[config.mk]
export PLATFORM = sky130hd
export DESIGN_NAME = owner_tagged_priority_job_scheduler_top
export DESIGN_NICKNAME = d
export VERILOG_FILES = /design/src/hdl/otpjs_pkg.sv /design/src/hdl/owner_tagged_priority_job_scheduler_top.sv /design/src/hdl/otpjs_ram.sv
export SDC_FILE = /design/constraint.sdc
export NUM_CORES = 2
export LEC_CHECK = 0
export BUFFER_PORTS_ARGS = -buffer_cell sky130_fd_sc_hd__buf_4
export CELL_PAD_IN_SITES_DETAIL_PLACEMENT = 0
export CELL_PAD_IN_SITES_GLOBAL_PLACEMENT = 1
export CORE_MARGIN = 4
export CORE_UTILIZATION = 35
export DETAILED_ROUTE_END_ITERATION = 6
export HOLD_SLACK_MARGIN = 0.06
export PLACE_DENSITY = 0.56
export SYNTH_ARGS = -nofsm -noshare
export SYNTH_HDL_FRONTEND = slang
export SYNTH_SLANG_ARGS = --single-unit
[constraint.sdc]
create_clock -name aclk -period 20.3 [get_ports aclk]
set_input_delay 4.06 -clock aclk [delete_from_list [all_inputs] [get_ports aclk]]
set_output_delay 4.06 -clock aclk [all_outputs]
set_load 0.005 [all_outputs]
[src/hdl/otpjs_pkg.sv]
package otpjs_pkg;

    localparam logic [2:0] OP_SUBMIT   = 3'd0;
    localparam logic [2:0] OP_DISPATCH = 3'd1;
    localparam logic [2:0] OP_COMPLETE = 3'd2;
    localparam logic [2:0] OP_CANCEL   = 3'd3;
    localparam logic [2:0] OP_QUERY    = 3'd4;
    localparam logic [2:0] OP_SHUTDOWN = 3'd5;
    localparam logic [2:0] OP_START    = 3'd6;

    localparam logic [2:0] ST_OK        = 3'd0;
    localparam logic [2:0] ST_REFUSED   = 3'd1;
    localparam logic [2:0] ST_FULL      = 3'd2;
    localparam logic [2:0] ST_EMPTY     = 3'd3;
    localparam logic [2:0] ST_NOT_RUN   = 3'd4;

    localparam logic CFG_WORKER_COUNT = 1'b0;
    localparam logic CFG_CLOSE        = 1'b1;

    localparam int CFG_DATA_BITS = 7;
    localparam int COUNT_BITS    = 7;

    typedef struct packed {
        logic [2:0]  operation;
        logic [7:0]  owner;
        logic [7:0]  priority_req;
        logic [15:0] job_tag;
    } req_t;

    typedef struct packed {
        logic [2:0]  status;
        logic [15:0] out_job_tag;
        logic [7:0]  out_owner;
        logic [7:0]  out_priority;
        logic [4:0]  entry_count;
        logic [6:0]  owner_running;
        logic        owner_idle;
        logic        pool_idle;
        logic [6:0]  busy_count;
    } rsp_t;

endpackage

[src/hdl/owner_tagged_priority_job_scheduler_top.sv]
// owner-tagged priority job scheduler
// s_ channel: one request transaction (submit, dispatch, complete, cancel,
// query, shutdown, start); m_ channel: exactly one response per request.
// cfg_wr_en/cfg_index/cfg_wdata write worker_count (0) and close_on_shutdown (1);
// the user writes them only while the block is idle, which the block does not enforce.
// one request at a time: s_ready is high only while the sequencer is idle,
// which starts in the cycle that the previous response turns valid.
// submit, shutdown, start and refused requests go straight to the response;
// complete reads and then writes the owner's running counter (S_CRD, S_CWR);
// cancel and query scan the queue, one queue entry read per cycle, and query
// then also reads the owner's running counter;
// dispatch scans for the best entry, then shifts the younger entries down one
// place through the same ram port and updates the owner's running counter.
// after reset the per-owner running counters are cleared one per cycle, all
// 2**OWNER_BITS of them, before the first request is taken.
// reset empties the queue, zeroes the busy count, and leaves the pool inactive.
// a stalled m_ready holds the response; the next request may be taken meanwhile,
// and its response waits until the held one has been accepted.
module owner_tagged_priority_job_scheduler_top #(
    parameter int QUEUE_DEPTH = 16,
    parameter int MAX_WORKERS = 64,
    parameter int OWNER_BITS  = 8,
    parameter int TAG_BITS    = 16
) (
    input  logic                                   aclk,
    input  logic                                   aresetn,
    input  logic                                   cfg_wr_en,
    input  logic                                   cfg_index,
    input  logic [otpjs_pkg::CFG_DATA_BITS-1:0]    cfg_wdata,
    input  logic                                   s_valid,
    output logic                                   s_ready,
    input  otpjs_pkg::req_t                        s_data,
    output logic                                   m_valid,
    input  logic                                   m_ready,
    output otpjs_pkg::rsp_t                        m_data
);

    localparam int AW = $clog2(QUEUE_DEPTH);
    localparam int LW = $clog2(QUEUE_DEPTH + 1);
    localparam int CB = otpjs_pkg::COUNT_BITS;
    localparam int QW = OWNER_BITS + 8 + TAG_BITS;

    typedef struct packed {
        logic [OWNER_BITS-1:0] owner;
        logic [7:0]            prio;
        logic [TAG_BITS-1:0]   tag;
    } entry_t;

    typedef enum logic [6:0] {
        S_CLEAR = 7'b0000001,
        S_IDLE  = 7'b0000010,
        S_SCAN  = 7'b0000100,
        S_MOVE  = 7'b0001000,
        S_CRD   = 7'b0010000,
        S_CWR   = 7'b0100000,
        S_FIN   = 7'b1000000
    } state_t;

    state_t               state_reg, state_next;
    otpjs_pkg::req_t      req_reg, req_next;
    otpjs_pkg::rsp_t      res_reg, res_next;
    otpjs_pkg::rsp_t      out_reg, out_next;
    logic                 m_valid_reg, m_valid_next;
    logic [LW-1:0]        len_reg, len_next;
    logic [LW-1:0]        ptr_reg, ptr_next;
    logic [LW-1:0]        wp_reg, wp_next;
    logic [LW-1:0]        cnt_reg, cnt_next;
    logic                 pend_reg, pend_next;
    logic [AW-1:0]        idx_reg, idx_next;
    logic [AW-1:0]        best_idx_reg, best_idx_next;
    entry_t               best_reg, best_next;
    logic [CB-1:0]        busy_reg, busy_next;
    logic                 active_reg, active_next;
    logic                 closed_reg, closed_next;
    logic [CB-1:0]        wc_reg, wc_next;
    logic                 cos_reg, cos_next;
    logic [OWNER_BITS:0]  clr_reg, clr_next;

    logic                  q_we;
    logic [AW-1:0]         q_waddr;
    entry_t                q_wdata;
    logic [QW-1:0]         q_rdata;
    entry_t                q_rd;
    logic                  c_we;
    logic [OWNER_BITS-1:0] c_waddr;
    logic [CB-1:0]         c_wdata;
    logic [CB-1:0]         c_rd;
    logic [OWNER_BITS-1:0] req_owner;
    logic [OWNER_BITS-1:0] cur_owner;
    logic [CB-1:0]         limit;
    logic                  more;

    assign q_rd      = entry_t'(q_rdata);
    assign req_owner = OWNER_BITS'(req_reg.owner);
    assign cur_owner = (req_reg.operation == otpjs_pkg::OP_DISPATCH) ? best_reg.owner
                                                                      : req_owner;
    assign limit     = (wc_reg > CB'(MAX_WORKERS)) ? CB'(MAX_WORKERS) : wc_reg;
    assign more      = (ptr_reg < len_reg);

    assign s_ready = (state_reg == S_IDLE);
    assign m_valid = m_valid_reg;
    assign m_data  = out_reg;

    otpjs_ram #(.WIDTH(QW), .DEPTH(QUEUE_DEPTH)) u_queue (
        .aclk    (aclk),
        .wr_en   (q_we),
        .wr_addr (q_waddr),
        .wr_data (q_wdata),
        .rd_addr (ptr_reg[AW-1:0]),
        .rd_data (q_rdata)
    );

    otpjs_ram #(.WIDTH(CB), .DEPTH(2 ** OWNER_BITS)) u_counts (
        .aclk    (aclk),
        .wr_en   (c_we),
        .wr_addr (c_waddr),
        .wr_data (c_wdata),
        .rd_addr (cur_owner),
        .rd_data (c_rd)
    );

    always_comb begin
        state_next    = state_reg;
        req_next      = req_reg;
        res_next      = res_reg;
        out_next      = out_reg;
        m_valid_next  = m_valid_reg;
        len_next      = len_reg;
        ptr_next      = ptr_reg;
        wp_next       = wp_reg;
        cnt_next      = cnt_reg;
        pend_next     = pend_reg;
        idx_next      = idx_reg;
        best_idx_next = best_idx_reg;
        best_next     = best_reg;
        busy_next     = busy_reg;
        active_next   = active_reg;
        closed_next   = closed_reg;
        wc_next       = wc_reg;
        cos_next      = cos_reg;
        clr_next      = clr_reg;
        q_we          = 1'b0;
        q_waddr       = len_reg[AW-1:0];
        q_wdata       = q_rd;
        c_we          = 1'b0;
        c_waddr       = cur_owner;
        c_wdata       = c_rd;

        if (m_valid_reg && m_ready) begin
            m_valid_next = 1'b0;
        end

        if (cfg_wr_en) begin
            case (cfg_index)
                otpjs_pkg::CFG_WORKER_COUNT: wc_next = cfg_wdata;
                otpjs_pkg::CFG_CLOSE:        cos_next = cfg_wdata[0];
                default: ;
            endcase
        end

        case (state_reg)
            S_CLEAR: begin
                c_we     = 1'b1;
                c_waddr  = clr_reg[OWNER_BITS-1:0];
                c_wdata  = '0;
                clr_next = clr_reg + 1'b1;
                if (clr_reg[OWNER_BITS-1:0] == '1) begin
                    state_next = S_IDLE;
                end
            end
            S_IDLE: begin
                if (s_valid) begin
                    req_next   = s_data;
                    res_next   = '0;
                    ptr_next   = '0;
                    wp_next    = '0;
                    cnt_next   = '0;
                    pend_next  = 1'b0;
                    state_next = S_FIN;
                    case (s_data.operation)
                        otpjs_pkg::OP_SUBMIT: begin
                            if (closed_reg) begin
                                res_next.status = otpjs_pkg::ST_REFUSED;
                            end else if (len_reg >= LW'(QUEUE_DEPTH)) begin
                                res_next.status = otpjs_pkg::ST_FULL;
                            end else begin
                                q_we          = 1'b1;
                                q_waddr       = len_reg[AW-1:0];
                                q_wdata.owner = OWNER_BITS'(s_data.owner);
                                q_wdata.prio  = s_data.priority_req;
                                q_wdata.tag   = TAG_BITS'(s_data.job_tag);
                                len_next      = len_reg + 1'b1;
                            end
                        end
                        otpjs_pkg::OP_DISPATCH: begin
                            if (!active_reg || busy_reg >= limit) begin
                                res_next.status = otpjs_pkg::ST_REFUSED;
                            end else if (len_reg == '0) begin
                                res_next.status = otpjs_pkg::ST_EMPTY;
                            end else begin
                                state_next = S_SCAN;
                            end
                        end
                        otpjs_pkg::OP_COMPLETE: state_next = S_CRD;
                        otpjs_pkg::OP_CANCEL:   state_next = S_SCAN;
                        otpjs_pkg::OP_QUERY:    state_next = S_SCAN;
                        otpjs_pkg::OP_SHUTDOWN: begin
                            len_next    = '0;
                            active_next = 1'b0;
                            if (cos_reg) begin
                                closed_next = 1'b1;
                            end
                        end
                        otpjs_pkg::OP_START: begin
                            if (!active_reg && wc_reg != '0) begin
                                active_next = 1'b1;
                                closed_next = 1'b0;
                            end
                        end
                        default: ;
                    endcase
                end
            end
            S_SCAN: begin
                pend_next = more;
                idx_next  = ptr_reg[AW-1:0];
                if (more) begin
                    ptr_next = ptr_reg + 1'b1;
                end
                if (pend_reg) begin
                    case (req_reg.operation)
                        otpjs_pkg::OP_DISPATCH: begin
                            if (idx_reg == '0 || q_rd.prio > best_reg.prio) begin
                                best_next     = q_rd;
                                best_idx_next = idx_reg;
                            end
                        end
                        otpjs_pkg::OP_CANCEL: begin
                            if (q_rd.owner == req_owner) begin
                                cnt_next = cnt_reg + 1'b1;
                            end else begin
                                q_we    = 1'b1;
                                q_waddr = wp_reg[AW-1:0];
                                q_wdata = q_rd;
                                wp_next = wp_reg + 1'b1;
                            end
                        end
                        default: begin
                            if (q_rd.owner == req_owner) begin
                                cnt_next = cnt_reg + 1'b1;
                            end
                        end
                    endcase
                end else if (!more) begin
                    pend_next = 1'b0;
                    case (req_reg.operation)
                        otpjs_pkg::OP_DISPATCH: begin
                            ptr_next   = LW'(best_idx_reg) + 1'b1;
                            state_next = S_MOVE;
                        end
                        otpjs_pkg::OP_CANCEL: begin
                            len_next             = wp_reg;
                            res_next.entry_count = 5'(cnt_reg);
                            state_next           = S_FIN;
                        end
                        default: begin
                            res_next.entry_count = 5'(cnt_reg);
                            state_next           = S_CRD;
                        end
                    endcase
                end
            end
            S_MOVE: begin
                pend_next = more;
                idx_next  = ptr_reg[AW-1:0];
                if (more) begin
                    ptr_next = ptr_reg + 1'b1;
                end
                if (pend_reg) begin
                    q_we    = 1'b1;
                    q_waddr = idx_reg - AW'(1);
                    q_wdata = q_rd;
                end else if (!more) begin
                    len_next   = len_reg - 1'b1;
                    state_next = S_CRD;
                end
            end
            S_CRD: begin
                state_next = S_CWR;
            end
            S_CWR: begin
                state_next = S_FIN;
                case (req_reg.operation)
                    otpjs_pkg::OP_DISPATCH: begin
                        c_we                  = 1'b1;
                        c_wdata               = c_rd + 1'b1;
                        busy_next             = busy_reg + 1'b1;
                        res_next.out_job_tag  = 16'(best_reg.tag);
                        res_next.out_owner    = 8'(best_reg.owner);
                        res_next.out_priority = best_reg.prio;
                    end
                    otpjs_pkg::OP_COMPLETE: begin
                        if (c_rd == '0) begin
                            res_next.status = otpjs_pkg::ST_NOT_RUN;
                        end else begin
                            c_we    = 1'b1;
                            c_wdata = c_rd - 1'b1;
                            if (busy_reg != '0) begin
                                busy_next = busy_reg - 1'b1;
                            end
                        end
                    end
                    default: begin
                        res_next.owner_running = c_rd;
                        res_next.owner_idle    = (c_rd == '0) &&
                                                 (!active_reg || cnt_reg == '0);
                        res_next.pool_idle     = (busy_reg == '0) &&
                                                 (len_reg == '0 || !active_reg);
                        res_next.busy_count    = busy_reg;
                    end
                endcase
            end
            S_FIN: begin
                if (!m_valid_reg || m_ready) begin
                    m_valid_next = 1'b1;
                    out_next     = res_reg;
                    state_next   = S_IDLE;
                end
            end
            default: state_next = S_IDLE;
        endcase
    end

    always_ff @(posedge aclk) begin
        if (!aresetn) begin
            state_reg   <= S_CLEAR;
            m_valid_reg <= 1'b0;
            len_reg     <= '0;
            ptr_reg     <= '0;
            pend_reg    <= 1'b0;
            busy_reg    <= '0;
            active_reg  <= 1'b0;
            closed_reg  <= 1'b0;
            wc_reg      <= CB'(1);
            cos_reg     <= 1'b0;
            clr_reg     <= '0;
        end else begin
            state_reg   <= state_next;
            m_valid_reg <= m_valid_next;
            len_reg     <= len_next;
            ptr_reg     <= ptr_next;
            pend_reg    <= pend_next;
            busy_reg    <= busy_next;
            active_reg  <= active_next;
            closed_reg  <= closed_next;
            wc_reg      <= wc_next;
            cos_reg     <= cos_next;
            clr_reg     <= clr_next;
        end
        req_reg      <= req_next;
        res_reg      <= res_next;
        out_reg      <= out_next;
        wp_reg       <= wp_next;
        cnt_reg      <= cnt_next;
        idx_reg      <= idx_next;
        best_idx_reg <= best_idx_next;
        best_reg     <= best_next;
    end

endmodule

[src/hdl/otpjs_ram.sv]
module otpjs_ram #(
    parameter int WIDTH = 8,
    parameter int DEPTH = 16
) (
    input  logic                     aclk,
    input  logic                     wr_en,
    input  logic [$clog2(DEPTH)-1:0] wr_addr,
    input  logic [WIDTH-1:0]         wr_data,
    input  logic [$clog2(DEPTH)-1:0] rd_addr,
    output logic [WIDTH-1:0]         rd_data
);

    logic [WIDTH-1:0] mem [DEPTH];

    always_ff @(posedge aclk) begin
        if (wr_en) begin
            mem[wr_addr] <= wr_data;
        end
        rd_data <= mem[rd_addr];
    end

endmodule
==> summary.txt <==
Placement
  – GP Congestion: between 0.7 and 0.8
  – DP Worst Slack: around 12000 ps
  – Port buffer count: ~110
  – Hpwl dp: 173 mm

Setup path
  – Req. time, crit path: 20730 ps
  – Crit path capture type: flop
  – Crit path DAT: 7640 ps
  – Worst R2R Setup Slack: 13810 ps
  – Kind of critical path: input pin to flop
  – Maximum fanout along the worst path: 34
  – Crit start category: input pin

Power and ir drop
  – Peak supply drop: 0.0000705 V
  – Power Dens Cells: 101 nW/µm²
  – Leak Pwr: 0.0371 µW

Global route
  – Vias in the first global route: 56900
  – First-pass GRT wire length: between 400 and 500 mm
  – GRT Max-Usage Layer: met2
  – Initial antenna violation count: 16
  – Pin count of the biggest net entering global routing: around 180
  – Met1 global-route usage: 0.272
  – Total congestion overflow: 0
  – Met3 global-route usage: 0.0255
  – Overall global routing resource usage: 0.196
  – M2 GR Usage: 0.321

Cells and area
  – Max reg flops: 1792
  – Largest register by flop count: u_counts.mem
  – # nets final: 6784
  – Top Registers: u_counts.mem x1792, u_queue.mem x512
  – Area Overhead vs Synth: 14.3%
  – Layout cell share with drive strength beyond 1: 0.144

Synth
  – Post-Synth Simple-Gate Area: 0.113
  – Sequential area share after synthesis: 0.758
  – Xor and xnor area share after synthesis: 0.00341
  – Yosys warns: 0
  – Adder-cell share of the synthesized area: 0.00469
  – Top post-synthesis cells by area: edfxtp_1 74%, mux4_2 5.8%, nand2_1 5.3%, nand3_1 2.7%, dfxtp_1 1.7%
  – Number of flops mapped to enable cells by yosys: 2477
  – Top cells by count, synth: 2477 x edfxtp_1, 1428 x nand2_1, 537 x nand3_1
  – Area leader, netlist: edfxtp_1
  – Main synth FF type: edfxtp_1
  – FF+latch count, synth: 2560
  – Post-synthesis cell count: 6562
  – Post-synthesis average cell area: between 15 and 20 µm²
  – Mux share of post-synthesis cell area: 0.0655
  – Main combinational cell family by area after synthesis: simple AND/OR/NAND/NOR gates
  – Syn Nets: 6647
  – Post-synthesis compound-gate area fraction: 0.0374
  – Most common cell in the netlist: edfxtp_1
  – Yosys top cell area share: 0.742
  – Synth cell types: 72
  – Async SR Flop Fraction: 0
  – Mapped Area: 100000 µm²

Floorplanning
  – Die Y: between 500 and 600 µm
  – Die area: 295000 µm²
  – # rows: a little under 200
  – Initial Utilization: 0.352
  – Core ar.: around 290000 µm²
  – Die X: 543 µm
  – I/O pin total: 106

Clock network
  – Clock slew at reported path FFs: 60 ps
  – TritonCTS clock tree: yes
  – CTS root buf: clkbuf_16
  – Clock Path Buffers: 4
  – H-tree levels: 5
  – Cts hold-fix bufs: 0
  – Clk sinks: about 2600
  – Worst-skew pair later-pin latency: 860 ps
  – Resized cells post-CTS: 0
  – Setup Fix Bufs, Post-CTS: 0
  – Num CTS Buffers: 289

Routing
  – Pre-Repair DR Iteration Count: 5
  – Vias/cell: 5.37
  – DRT iter0 DRCs: 5544
  – Final WL: a little under 300 mm
  – Post-route ant nets: 0
  – Routed WL per cell: 27.6 µm
  – DRC Markers: 0
  – Vias: between 50000 and 60000

STA
  – FMAX: 139 MHz
  – Max_slew headroom: 0.0777
  – Final hold vios: 0
  – Minimum clock period: around 7200 ps
  – Final setup vio count: 0
  – Worst Tran Pin Value: 1380 ps
  – Clock skew: 98.4 ps
  – Final Max Tran Viols: 0
  – Worst setup margin: around 13000 ps
  – Final period util: 0.355
  – Final setup TNS: 0 ps
  – RSZ-0062 raised after global routing: no

Flow run
  – Max-cap violations: 0

Hold path
  – Min-delay worst type: flop to flop

Outcome
  – Status: finished clean
-- metal layers --
metal,vias up,wire length (µm)
li1,25300,-
met1,29900,128000
met2,1776,142000
met3,450,15200
met4,10,9530
met5,-,75
-- final cells by class --
cell class / count / area [µm²]
Sequential cell: 2560 / 76100
Clock inverter: 155 / 1430
Tap cell: 3762 / 4710
Multi-Input combinational cell: 3578 / 22900
Clock buffer: 356 / 7560
Timing Repair Buffer: 230 / 1830
Antenna cell: 3 / 7.51
Fill cell: 26000 / 171000
Inverter: 40 / 150
-- final timing paths --
kind | end | from | depth (start not counted)
hold / removal | m_data[46]$_DFFE_PP_ | res_reg[46]$_SDFFCE_PN0P_ | 0
setup reg to reg | u_counts.rd_data[5]$_DFF_P_ | req_reg[33]$_DFFE_PP_ | 12
setup / recovery | u_queue.mem[2][21]$_DFFE_PP_ | s_valid | 8
hold reg to reg | m_data[46]$_DFFE_PP_ | res_reg[46]$_SDFFCE_PN0P_ | 0
-- report_power, final --
part           switching (µW)  internal, µW  total, µW
sequential               25.2          5940       5970
clock                    2120          2920       5050
combinational             495           111        606
-- critical path: stages --
cell     delay (ps)
buf_4           100
nand2_1         270
or3_2           550
buf_4           360
and3_1          290
or3_1           440
nor3_2          960
buf_4           560
-- cells in the final DEF (no fill, tap or decap), types with 12 or more instances in the layout --
master / synthesis / routed
a31oi_1: 143 / 139
nor2_4: 0 / 22
a22oi_1: 47 / 47
bufinv_16: 0 / 21
nor3_1: 23 / 21
a311oi_1: 13 / 13
dfxtp_1: 83 / 79
nand2_1: 1428 / 1421
a21o_1: 16 / 13
a21oi_1: 99 / 97
nand4_1: 82 / 82
nand3_1: 537 / 537
xor2_1: 22 / 22
mux2i_1: 37 / 36
xnor2_1: 17 / 17
ha_1: 36 / 36
nor4_1: 14 / 14
o22ai_1: 27 / 27
clkbuf_16: 0 / 292
o21ai_0: 42 / 37
nand4b_1: 27 / 27
a41oi_1: 14 / 14
nor2_1: 373 / 349
o31ai_1: 15 / 14
mux4_2: 259 / 259
clkinvlp_4: 0 / 13
mux2_2: 33 / 33
a32oi_1: 22 / 22
and3_1: 43 / 43
clkinv_1: 2 / 51
inv_6: 0 / 12
clkbuf_1: 196 / 63
and2_1: 43 / 43
o2111ai_1: 35 / 35
buf_4: 3 / 222
inv_1: 38 / 38
clkinv_2: 0 / 48
edfxtp_1: 2477 / 2477
-- kinds of logic after synthesis --
kind of cell / count (synthesis)
and+or+nand+nor: 2622
DFF: 2560
AOI/OAI and AO/OA: 551
buffers and inverters: 424
muxes: 329
xor gates and xnor gates: 39
adders and majority gates: 37
-- through the flow --
step / hold slack, ps / cells / total power [µW] / utilization / cell area, µm²
after floorplan: 400 / 6562 / 6440 / - / 100000
after global placement: 402 / 10200 / 6680 / 0.370 / 106000
after detailed placement: 407 / 10200 / 6690 / 0.370 / 106000
after CTS: 420 / 10700 / 11700 / 0.402 / 115000
after global routing: 425 / 10700 / 12000 / 0.402 / 115000
final: 413 / 10700 / 11600 / 0.402 / 115000
Power figures use the tool's default switching activity.
